`src/rtl/core/census_transform_9x7_top_macros.svh`:
```
// Assertion macros for the census transform block.
`ifndef CENSUS_TRANSFORM_9X7_TOP_MACROS_SVH
`define CENSUS_TRANSFORM_9X7_TOP_MACROS_SVH

`ifndef NO_ASSERTIONS
`define CT97_ASSERT_IMP(label, cond, prop) \
    label: assert property (@(posedge clk) disable iff (!rst_n) (cond) |-> (prop)) \
        else $error("ct97: implication check failed");
`define CT97_ASSERT_NEXT(label, cond, prop) \
    label: assert property (@(posedge clk) disable iff (!rst_n) (cond) |=> (prop)) \
        else $error("ct97: next-cycle check failed");
`else
`define CT97_ASSERT_IMP(label, cond, prop)
`define CT97_ASSERT_NEXT(label, cond, prop)
`endif

`endif

```
`src/rtl/core/ct97_pkg.sv`:
```
package ct97_pkg;

    localparam int PIX_W          = 8;
    localparam int LINES          = 6;
    localparam int WIN_W          = 9;
    localparam int WIN_H          = 7;
    localparam int WIN_N          = WIN_W * WIN_H;
    localparam int CENTRE_ROW_OFF = 3;
    localparam int CENTRE_COL_OFF = 4;
    localparam int CENTRE_IDX     = CENTRE_ROW_OFF * WIN_W + CENTRE_COL_OFF;
    localparam int DESC_W         = WIN_N - 1;
    localparam int CROW_W         = 12;
    localparam int CCOL_W         = 11;
    localparam int FW_W           = 12;
    localparam int FH_W           = 13;
    localparam int SLOT_W         = 3;
    localparam int MIN_W          = WIN_W;
    localparam int MIN_H          = WIN_H;
    localparam int ODATA_RAW_W    = DESC_W + CROW_W + CCOL_W;
    localparam int ODATA_W        = ((ODATA_RAW_W + 7) / 8) * 8;

    localparam logic [FW_W-1:0] RESET_WIDTH  = 12'd960;
    localparam logic [FH_W-1:0] RESET_HEIGHT = 13'd400;

    typedef enum logic [0:0] {
        CFG_FRAME_WIDTH  = 1'b0,
        CFG_FRAME_HEIGHT = 1'b1
    } cfg_idx_t;

    typedef struct packed {
        logic              emit;
        logic              last;
        logic [CROW_W-1:0] center_row;
        logic [CCOL_W-1:0] center_col;
        logic [SLOT_W-1:0] slot;
    } pos_t;

endpackage

```
`src/rtl/core/ct97_window.sv`:
```
module ct97_window (
    input  logic                                       clk,
    input  logic                                       rst_n,
    input  logic                                       shift_en,
    input  logic [ct97_pkg::SLOT_W-1:0]                slot,
    input  logic [ct97_pkg::LINES*ct97_pkg::PIX_W-1:0] rdata,
    input  logic [ct97_pkg::PIX_W-1:0]                 pix,
    output logic [ct97_pkg::DESC_W-1:0]                descriptor
);
    import ct97_pkg::*;

    logic [PIX_W-1:0]  win_reg [WIN_N];
    logic [PIX_W-1:0]  lanes   [LINES];
    logic [PIX_W-1:0]  column  [WIN_H];
    logic [SLOT_W:0]   lane_sum;
    logic [SLOT_W-1:0] lane_sel;

    // line store lane (slot + r) mod 6 holds the row six above, then downwards
    always_comb
    begin
        lane_sum = '0;
        lane_sel = '0;
        for (int l = 0; l < LINES; l++)
        begin
            lanes[l] = rdata[l*PIX_W +: PIX_W];
        end
        for (int r = 0; r < LINES; r++)
        begin
            lane_sum = {1'b0, slot} + (SLOT_W+1)'(r);
            if (lane_sum >= (SLOT_W+1)'(LINES))
                lane_sel = SLOT_W'(lane_sum - (SLOT_W+1)'(LINES));
            else
                lane_sel = SLOT_W'(lane_sum);
            column[r] = lanes[lane_sel];
        end
        column[WIN_H-1] = pix;
    end

    always_ff @(posedge clk or negedge rst_n)
    begin
        if (!rst_n)
        begin
            for (int i = 0; i < WIN_N; i++)
            begin
                win_reg[i] <= '0;
            end
        end
        else if (shift_en)
        begin
            for (int r = 0; r < WIN_H; r++)
            begin
                for (int k = 0; k < WIN_W - 1; k++)
                begin
                    win_reg[r*WIN_W + k] <= win_reg[r*WIN_W + k + 1];
                end
                win_reg[r*WIN_W + WIN_W - 1] <= column[r];
            end
        end
    end

    // one bit per neighbour strictly darker than the centre, centre skipped
    always_comb
    begin
        descriptor = '0;
        for (int i = 0; i < WIN_N; i++)
        begin
            if (i < CENTRE_IDX)
                descriptor[i] = win_reg[i] < win_reg[CENTRE_IDX];
            else if (i > CENTRE_IDX)
                descriptor[i-1] = win_reg[i] < win_reg[CENTRE_IDX];
        end
    end

endmodule

```
`config.mk`:
```
export PLATFORM = sky130hd
export DESIGN_NAME = ct97_window
export DESIGN_NICKNAME = d
export VERILOG_FILES = /design/src/rtl/core/census_transform_9x7_top_macros.svh /design/src/rtl/core/ct97_pkg.sv /design/src/rtl/core/ct97_window.sv
export SDC_FILE = /design/constraint.sdc
export NUM_CORES = 1
export LEC_CHECK = 0
export BUFFER_PORTS_ARGS = -buffer_cell sky130_fd_sc_hd__clkbuf_2
export CORE_AREA = 2 2 246 248
export CTS_CLUSTER_SIZE = 40
export DETAILED_ROUTE_END_ITERATION = 16
export DIE_AREA = 0 0 248 250
export PLACE_DENSITY_LB_ADDON = 0.12
export SYNTH_ARGS = -nofsm -noshare
export SYNTH_HDL_FRONTEND = slang
export SYNTH_SLANG_ARGS = --single-unit
```
`constraint.sdc`:
```
create_clock -name clk -period 6.75 [get_ports clk]
set_clock_uncertainty 0.15 [all_clocks]
set_input_delay 0.3375 -clock clk [delete_from_list [all_inputs] [get_ports clk]]
set_output_delay 0.3375 -clock clk [all_outputs]
set_load 0.05 [all_outputs]
```
==> summary.md <==
| Metric | Value |
|---|---|
| Avg WL per Cell | `19.84 µm` |
| Setup bufs post-CTS | `0` |
| Initial antenna violation count | `7` |
| Setup repair after global routing missed its margin | `no` |
| Avg Inst Size Synth | `between 10 and 15 µm²` |
| Cells after Synth | `approximately 2400` |
| Htree depth | `2` |
| DRT Pass-1 Iters | `5` |
| Post-synth top area share | `42.78%` |
| Max Cap Violations | `0` |
| Fin Setup TNS | `0 ps` |
| First-pass GRT wire length | `109.0 mm` |
| Ys flop type | `dfrtp_1` |
| 1st-iter DRT viols | `968` |
| WP data required | `6260 ps` |
| Final instance area | `32890 µm²` |
| Worst setup SP type | `flop` |
| Finished Core Util | `55.22%` |
| Area of the multi-input gates | `between 15000 and 20000 µm²` |
| Tmin final | `4045 ps` |
| Final Hold Vio Count | `0` |
| Hold Path Class | `input pin to flop` |
| Hold Slack | `47.33 ps` |
| CP endpoint kind | `primary output` |
| Non-Filler Instances | `3340` |
| PostCTS Resize Cnt | `0` |
| Final HPWL DP | `between 40 and 50 mm` |
| Layout cells sized above 1 | `28.37%` |
| Sequential standard cell area | `roughly 13000 µm²` |
| DIE WIDTH | `248 µm` |
| Hold buffers post-CTS | `14` |
| Synth area leaders | `dfrtp_1, ha_1, mux2_2, a21o_1, a21oi_1` |
| I/O Buffers | `123` |
| Placed cells | `3221` |
| Area Growth Syn to Fin | `11.58%` |
| Total grt overflow | `0` |
| Final setup viols | `0` |
| Total wire length | `66.28 mm` |
| Flip-flop count of the largest register after layout | `504` |
| Critical Path Fanout Max | `36` |
| DRC viols | `0` |
| Worst Path Arrival | `between 3000 and 4000 ps` |
| Routability Congestion | `0.8510` |
| Seq cells post-synth | `504` |
| Routed Antenna Nets | `0` |
| Root Driver | `clkbuf_16` |
| Clk sink count | `about 500` |
| Number of enable flip-flop cells after synthesis | `0` |
| Post-synthesis async set-or-reset flop share | `100.0%` |
| Worst skew pair latency | `620 ps` |
| Nets | `a little over 3000` |
| Max Clock Freq | `247.2 MHz` |
| Avg Vias per Cell | `5.728` |
| Total global-route track usage | `22.02%` |
| Row cnt | `90` |
| Max VDD drop | `0.3793 mV` |
| Synth area leader | `dfrtp_1` |
| Static Leak | `15.71 nW` |
| Crit Path Class | `flop to primary output` |
| Vias in the first global route | `between 15000 and 20000` |
| Filler Cell Count | `4956` |
| Status | `finished, final reports clean` |
| Die ar. | `62000 µm²` |
| Dpl cell area | `30820 µm²` |
| Mapped Area | `slightly below 30000 µm²` |
| Yosys cell types | `47` |
| Post-Syn Nets | `2894` |
| Worst Max-Slew Pin Slew | `1299 ps` |
| Crit share post-route | `approximately three fifths` |
| Via count | `~19000` |
| CTS tree | `yes` |
| Starting Density | `49.49%` |
| PwrDens | `444.5 nW/µm²` |
| Syn. warnings | `0` |
| Clock slew at reported path FFs | `approximately 60 ps` |
| Largest net degree at the start of global routing | `168` |
| Cts bufs inserted | `57` |
| Placeable Area | `59570 µm²` |
| Die height | `250 µm` |
| Register area share after synthesis | `between 40% and 50%` |
| Clk buf depth | `3` |
| Max-slew headroom | `13.38%` |
| Max Slew Vio Count | `0` |
| Ports | `roughly 120` |
==> synthesized netlist by cell type (all sizes together) (2+ instances only) <==
master,count
nand3b,7
nor2,49
o21a,2
and2,9
buf,63
xnor2,4
a21o,186
o32a,6
dfrtp,504
o21ai,82
o221ai,15
or3,8
nor3,8
mux2i,60
inv,22
o211ai,2
xor2,2
clkbuf,27
a211oi,2
nand2,36
o32ai,2
ha,444
a221o,8
a41oi,8
nand3,73
a31oi,62
mux2,472
a21oi,142
a32oi,8
nand2b,69
==> cells in the final DEF (no fill, tap or decap), drive strengths merged, types with 2 or more instances in the layout <==
master         n
dfrtp        504
mux2         472
ha           444
clkbuf       205
a21o         186
a21oi        142
o21ai         82
nand3         73
nand2b        69
a31oi         62
mux2i         60
nor2          49
nand2         36
inv           23
buf           20
o221ai        15
dlygate4sd3   14
and2           9
clkinv         9
nor3           8
a221o          8
a32oi          8
or3            8
a41oi          8
nand3b         7
diode          6
o32a           6
xnor2          4
bufinv         3
xor2           2
o32ai          2
o21a           2
clkinvlp       2
o211ai         2
a211oi         2
==> cell families after synthesis <==
| family | count (synthesis) | share of synthesized area (%) |
|---|---|---|
| multiplexers | 532 | 20.11 |
| adder cells (fa/ha/maj) | 444 | 18.85 |
| buffers and inverters | 112 | 1.800 |
| XOR/XNOR | 6 | 0.2420 |
| AO/OA/AOI/OAI | 527 | 11.63 |
| flip-flops | 504 | 42.78 |
| AND/OR/NAND/NOR | 263 | 4.588 |
==> through the flow <==
stage,worst slack [ps],power [mW]
floorplan,3186,9.697
global placement,3157,11.24
detailed placement,2970,11.57
CTS,2600,14.83
global route,2444,15.86
finish,2705,14.62
==> per-layer routing <==
metal	track usage, %	vias up	share of wire (%)
li1	-	9252	-
met1	32.01	9513	49
met2	33.72	281	45
met3	4.022	81	4.2
met4	5.766	4	1.9
met5	0	-	0.036
==> path summary, 6_finish.rpt <==
kind	startpoint	end	slack, ps	cells past startpoint
max in group asynchronous	rst_n	win_reg[405]	4630	3
worst min-delay path	rdata[38]	win_reg[222]	50	3
worst min register to register	win_reg[136]	win_reg[136]	350	1
min in group asynchronous	rst_n	win_reg[15]	230	2
worst max-delay path	win_reg[252]	descriptor[34]	2700	8
worst max register to register	win_reg[254]	win_reg[254]	4680	3
==> worst max-delay path, stage by stage, from the launching register on <==
cell	delay [ps]
dfrtp_1	380
inv_2	490
buf_4	600
ha_1	360
a21o_1	160
a21oi_1	120
o21ai_0	100
a31oi_1	360
clkbuf_2	350
==> where the power goes <==
group / switching (mW) / internal, mW
clock network: 1.25 / 1.90
registers: 0.830 / 4.05
logic: 3.81 / 2.78
==> area by class of cell <==
cell class                 count  area share [%]
antenna                        6         0.04565
timing repair buffer         155           2.883
inverter                      22          0.2511
multi-input combinational   1772           49.66
sequential                   504           38.35
clock buffer                  84           5.352
tap                          782           2.975
clock inverter                15          0.4831
Note: power is estimated with default switching activity, not from simulation.
