`src/rtl/core/census_transform_9x7_top_macros.svh`:
```
// Assertion macros for the census transform block.
`ifndef CENSUS_TRANSFORM_9X7_TOP_MACROS_SVH
`define CENSUS_TRANSFORM_9X7_TOP_MACROS_SVH

`ifndef NO_ASSERTIONS
`define CT97_ASSERT_IMP(label, cond, prop) \
    label: assert property (@(posedge clk) disable iff (!rst_n) (cond) |-> (prop)) \
        else $error("ct97: implication check failed");
`define CT97_ASSERT_NEXT(label, cond, prop) \
    label: assert property (@(posedge clk) disable iff (!rst_n) (cond) |=> (prop)) \
        else $error("ct97: next-cycle check failed");
`else
`define CT97_ASSERT_IMP(label, cond, prop)
`define CT97_ASSERT_NEXT(label, cond, prop)
`endif

`endif

```
`src/rtl/core/ct97_pkg.sv`:
```
package ct97_pkg;

    localparam int PIX_W          = 8;
    localparam int LINES          = 6;
    localparam int WIN_W          = 9;
    localparam int WIN_H          = 7;
    localparam int WIN_N          = WIN_W * WIN_H;
    localparam int CENTRE_ROW_OFF = 3;
    localparam int CENTRE_COL_OFF = 4;
    localparam int CENTRE_IDX     = CENTRE_ROW_OFF * WIN_W + CENTRE_COL_OFF;
    localparam int DESC_W         = WIN_N - 1;
    localparam int CROW_W         = 12;
    localparam int CCOL_W         = 11;
    localparam int FW_W           = 12;
    localparam int FH_W           = 13;
    localparam int SLOT_W         = 3;
    localparam int MIN_W          = WIN_W;
    localparam int MIN_H          = WIN_H;
    localparam int ODATA_RAW_W    = DESC_W + CROW_W + CCOL_W;
    localparam int ODATA_W        = ((ODATA_RAW_W + 7) / 8) * 8;

    localparam logic [FW_W-1:0] RESET_WIDTH  = 12'd960;
    localparam logic [FH_W-1:0] RESET_HEIGHT = 13'd400;

    typedef enum logic [0:0] {
        CFG_FRAME_WIDTH  = 1'b0,
        CFG_FRAME_HEIGHT = 1'b1
    } cfg_idx_t;

    typedef struct packed {
        logic              emit;
        logic              last;
        logic [CROW_W-1:0] center_row;
        logic [CCOL_W-1:0] center_col;
        logic [SLOT_W-1:0] slot;
    } pos_t;

endpackage

```
`src/rtl/core/ct97_ctrl.sv`:
```
module ct97_ctrl #(
    parameter int MAX_WIDTH  = 2048,
    parameter int MAX_HEIGHT = 4096
) (
    input  logic                               clk,
    input  logic                               rst_n,
    input  logic                               accept,
    input  logic                               frame_start,
    input  logic [ct97_pkg::FW_W-1:0]          frame_width,
    input  logic [ct97_pkg::FH_W-1:0]          frame_height,
    output logic [$clog2(MAX_WIDTH)-1:0]       col,
    output ct97_pkg::pos_t                     pos
);
    import ct97_pkg::*;

    localparam int COL_W = $clog2(MAX_WIDTH);
    localparam int ROW_W = $clog2(MAX_HEIGHT);
    localparam int EW    = ($clog2(MAX_WIDTH + 1) > FW_W) ? $clog2(MAX_WIDTH + 1) : FW_W;
    localparam int EH    = ($clog2(MAX_HEIGHT + 1) > FH_W) ? $clog2(MAX_HEIGHT + 1) : FH_W;

    logic [COL_W-1:0]  col_reg;
    logic [ROW_W-1:0]  row_reg;
    logic [SLOT_W-1:0] slot_reg;

    logic [EW-1:0]     fw_ext, w, col_inc;
    logic [EH-1:0]     fh_ext, h, row_inc;
    logic [COL_W-1:0]  col0, colc;
    logic [ROW_W-1:0]  row0, rowc;
    logic [SLOT_W-1:0] slot0, slotc, slot_inc;

    // saturate the frame size into its usable range
    always_comb
    begin
        fw_ext = EW'(frame_width);
        fh_ext = EH'(frame_height);
        if (fw_ext < EW'(MIN_W))
            w = EW'(MIN_W);
        else if (fw_ext > EW'(MAX_WIDTH))
            w = EW'(MAX_WIDTH);
        else
            w = fw_ext;
        if (fh_ext < EH'(MIN_H))
            h = EH'(MIN_H);
        else if (fh_ext > EH'(MAX_HEIGHT))
            h = EH'(MAX_HEIGHT);
        else
            h = fh_ext;
    end

    // position of this pixel: restart on frame start, wrap past a lowered bound
    always_comb
    begin
        col0  = frame_start ? '0 : col_reg;
        row0  = frame_start ? '0 : row_reg;
        slot0 = frame_start ? '0 : slot_reg;
        colc  = (EW'(col0) >= w) ? '0 : col0;
        rowc  = (EH'(row0) >= h) ? '0 : row0;
        slotc = (EH'(row0) >= h) ? '0 : slot0;
        col_inc  = EW'(colc) + EW'(1);
        row_inc  = EH'(rowc) + EH'(1);
        slot_inc = (slotc == SLOT_W'(LINES - 1)) ? '0 : slotc + SLOT_W'(1);
    end

    assign col            = colc;
    assign pos.emit       = (EH'(rowc) >= EH'(WIN_H - 1)) && (EW'(colc) >= EW'(WIN_W - 1));
    assign pos.last       = (row_inc == h) && (col_inc == w);
    assign pos.center_row = CROW_W'(EH'(rowc) - EH'(CENTRE_ROW_OFF));
    assign pos.center_col = CCOL_W'(EW'(colc) - EW'(CENTRE_COL_OFF));
    assign pos.slot       = slotc;

    always_ff @(posedge clk or negedge rst_n)
    begin
        if (!rst_n)
        begin
            col_reg  <= '0;
            row_reg  <= '0;
            slot_reg <= '0;
        end
        else if (accept)
        begin
            if (col_inc >= w)
            begin
                col_reg <= '0;
                if (row_inc >= h)
                begin
                    row_reg  <= '0;
                    slot_reg <= '0;
                end
                else
                begin
                    row_reg  <= ROW_W'(row_inc);
                    slot_reg <= slot_inc;
                end
            end
            else
            begin
                col_reg  <= COL_W'(col_inc);
                row_reg  <= rowc;
                slot_reg <= slotc;
            end
        end
    end

endmodule

```
`config.mk`:
```
export PLATFORM = sky130hd
export DESIGN_NAME = ct97_ctrl
export DESIGN_NICKNAME = d
export VERILOG_FILES = /design/src/rtl/core/census_transform_9x7_top_macros.svh /design/src/rtl/core/ct97_pkg.sv /design/src/rtl/core/ct97_ctrl.sv
export SDC_FILE = /design/constraint.sdc
export NUM_CORES = 1
export LEC_CHECK = 0
export BUFFER_PORTS_ARGS = -buffer_cell sky130_fd_sc_hd__buf_2
export CORE_ASPECT_RATIO = 0.8
export CORE_UTILIZATION = 52
export CTS_CLUSTER_DIAMETER = 60
export DETAILED_ROUTE_END_ITERATION = 12
export PLACE_DENSITY = 0.77
export SKIP_CTS_REPAIR_TIMING = 1
export SKIP_LAST_GASP = 1
export SLEW_MARGIN = 20
export SYNTH_ARGS = -nofsm -noshare
export SYNTH_HDL_FRONTEND = slang
export SYNTH_SLANG_ARGS = --single-unit
```
`constraint.sdc`:
```
create_clock -name clk -period 4.8 [get_ports clk]
set_input_delay 0.24 -clock clk [delete_from_list [all_inputs] [get_ports clk]]
set_output_delay 0.24 -clock clk [all_outputs]
set_load 0.03 [all_outputs]
```
==> metrics <==
outcome=finished with violations; violations in the final reports=negative hold slack, negative setup slack; area growth from synthesis to final layout=55.0%; diode insertion count for antenna repair=0; I/O Buffers=67; DR DRC count=0; height of the chip=78.3 um; register area=651 um2; clock skew=0.00238 ns; number of clock buffers inserted by TritonCTS=3; area fraction in compound gates after synthesis=22.6%; Internal Pwr Total=569 uW; dpl cells=795; total core area=0.00696 mm2; final estimated routing congestion in global placement=0.967; clk slew on worst S/H paths=0.11 ns; synthesized area=0.00378 mm2; worst-margin pin slew=0.686 ns; cell taking the most area after synthesis=sky130_fd_sc_hd__ha_1; share of the cycle needed by the critical path after routing=117%; data arrival time at the worst-slack endpoint=5.76 ns; combinational family with the most area after synthesis=simple AND/OR/NAND/NOR gates; sum of net half-perimeters after detailed placement=12500 um; number of buffers on the longest clock path=2; met1 track demand over resource in global routing=56.0%; Switching Power=523 uW; number of global-route vias before repair=4776; buffer cell driving the clock tree root=sky130_fd_sc_hd__clkbuf_8; Max Slew Vio Count=0; flops & latches, synth=26; Yosys warning total=0; TritonCTS clock tree=built; all-layer global routing usage=39.9%; net count after synthesis=585; number of clock sinks=26; combined area of the multi-input logic cells=0.00325 mm2; unrepaired setup endpoints after global routing=yes; highest-utilization routing layer at the global route stage=met2; final standard cell utilization of the core=84.3%; ranking of synthesized cells by instance count=sky130_fd_sc_hd__nand2_1 (72), sky130_fd_sc_hd__ha_1 (53), sky130_fd_sc_hd__nor2_1 (43), sky130_fd_sc_hd__inv_1 (32); crit path kind=input port to flop; Top FF cell, synth=sky130_fd_sc_hd__dfrtp_1; total vias in the final route=5361; fraction of the yosys area taken by sequential cells=17.2%; simple logic cell fraction of the synthesized area=28.9%; Cell Pwr Density=186 mW/mm2; largest cells by area after synthesis=sky130_fd_sc_hd__ha_1 (18%), sky130_fd_sc_hd__dfrtp_1 (17%), sky130_fd_sc_hd__nand2_1 (7.1%); count of endpoints failing setup in the final report=27; count of placed standard cells in the final layout, fillers left out=809; detailed router's first-iteration violation count=706; initial cell density of the core=54.4%; mux share of post-synthesis cell area=0.264%; startpoint of the worst register-to-register path=row_reg[8]$_DFFE_PN0P_; Clock power frac=13.0%; data required time of the critical path=4.95 ns; worst stage delay on the critical path=0.54 ns; worst slew margin relative to its limit=54.3%; leakage component of the power=3.06 nW; switching portion of total power=47.9%; category of the worst setup path launch point=input port; top-count cell post-synth=sky130_fd_sc_hd__nand2_1; Worst R2R Path Depth=26; initial antenna violation count=0; width of the chip=97.4 um; hold violation count in the final report=26; Synth Area per Inst=7.52 um2; number of iterations in the first detailed-routing pass=7; class of the tightest hold or removal check=input port to asynchronous set/reset pin; part of the power in registers=23.5%; worst reg2reg path endpoint=row_reg[2]$_DFFE_PN0P_; global-route met2 utilization=62.3%; post-synthesis async set-or-reset flop share=100%; Detailed Route WL=18000 um; filler instances=414; insertion delay to the later sink of the worst-skew pair=0.28 ns; slack of the worst reg-to-reg path=-0.54 ns; H-tree levels=1; CP max FO=8; count of pins on the block boundary=68; synth unique cells=70; routed length per instance=22.3 um; accumulated negative setup slack=-18.94 ns; average via count per standard cell=6.63; wire length of the first global-routing pass=24000 um; kind of end point of the critical path=flop; number of max-cap violations=0; fraction of layout cells with a size suffix above 1=44.0%; fraction of the mapped netlist area in adder cells=17.5%; overall power=1.09 mW; Largest register FFs=12; top-area cell type share of the netlist area=17.5%; cells after synthesis=503; WHS=-0.0180 ns; slowest stage cell on the critical path=sky130_fd_sc_hd__or4_4; Die ar.=0.00763 mm2; worst setup slack after layout=-0.807 ns; total number of nets in the final design=806; met3 global-route usage=7.30%; Remaining Overflow, GRT=0; share of power burned in combinational logic=63.5%; worst-case vdd ir drop=143 uV; shortest period the worst path allows=5.61 ns; number of synthesized flops with an enable pin=0; ANT nets after route=0; maximum frequency from static timing analysis=0.178 GHz; area share of xor/xnor cells in the synthesized design=7.17%; maximum number of pins on one net before global-route repair=27; standard-cell row count=27
through the flow:
step                cell area (um2)  worst slack (ns)
floorplan                      4030            -0.798
global placement               5560            -0.727
detailed placement             5560             -1.05
CTS                            5600            -0.769
global route                   5870            -0.935
finish                         5870            -0.807
per-layer routing:
layer  vias up  share of wire [%]
met5         -                  0
met4         0                6.1
met3       138                 13
met2       479                 43
met1      2478                 38
li1       2266                  -
cell type report:
| type | instances | share of cell area [%] |
|---|---|---|
| multi-input cells | 420 | 55.5 |
| repair buffers | 238 | 28.4 |
| flip-flops and latches | 26 | 11.1 |
| inverters | 35 | 2.50 |
| well taps | 87 | 1.86 |
| clock buffers | 3 | 0.704 |
worst max path at each step:
stage	startpoint	endpoint	slack [ns]	depth (start not counted)
after detailed placement	frame_width[6]	row_reg[2]$_DFFE_PN0P_	-1.05	28
after floorplan	frame_width[6]	row_reg[2]$_DFFE_PN0P_	-0.80	28
after CTS	frame_width[6]	row_reg[2]$_DFFE_PN0P_	-0.77	28
after global routing	frame_height[8]	row_reg[2]$_DFFE_PN0P_	-0.93	29
after global placement	frame_width[6]	slot_reg[0]$_DFFE_PN0P_	-0.73	29
final	frame_width[9]	col_reg[2]$_DFFE_PN0P_	-0.81	29
power groups by stage:
stage / clock (mW) / sequential, mW / combinational, mW
after detailed placement: 0 / 0.258 / 0.605
after CTS: 0.135 / 0.254 / 0.608
final: 0.142 / 0.257 / 0.694
after global routing: 0.145 / 0.259 / 0.724
after floorplan: 0 / 0.256 / 0.353
after global placement: 0 / 0.257 / 0.589
worst max-delay path: cells and delay by family:
kind,cells,cell delay (ns)
fa+ha+maj,3,0.69
xor+xnor,1,0.07
buf+inv,5,0.68
compound gates,8,1.64
simple gates,12,2.41
placed cells by master (no fill, tap or decap), drive strengths merged, types with 3 or more instances in the layout:
cell type and count:
buf 238, nand2 72, ha 53, nor2 47, inv 33, o21ai 28, dfrtp 26, a21oi 25
nor3 22, xnor2 20, nand3 17, nor2b 11, xor2 11, a21o 10, nand4 10, a22o 8
nor4 8, or3 7, o211ai 6, and3 6, and2 5, a32o 4, a211oi 4, o32ai 3
clkbuf 3, a311oi 3, a221oi 3, nand2b 3, o2bb2ai 3
cell families (layout without fill, tap and decap cells):
| group | Yosys count | after routing |
|---|---|---|
| buf+inv | 57 | 276 |
| compound gates | 117 | 117 |
| simple gates | 218 | 218 |
| mux | 1 | 1 |
| flops | 26 | 26 |
| xor+xnor | 31 | 31 |
| fa+ha+maj | 53 | 53 |
(Power assumes the default switching activity.)
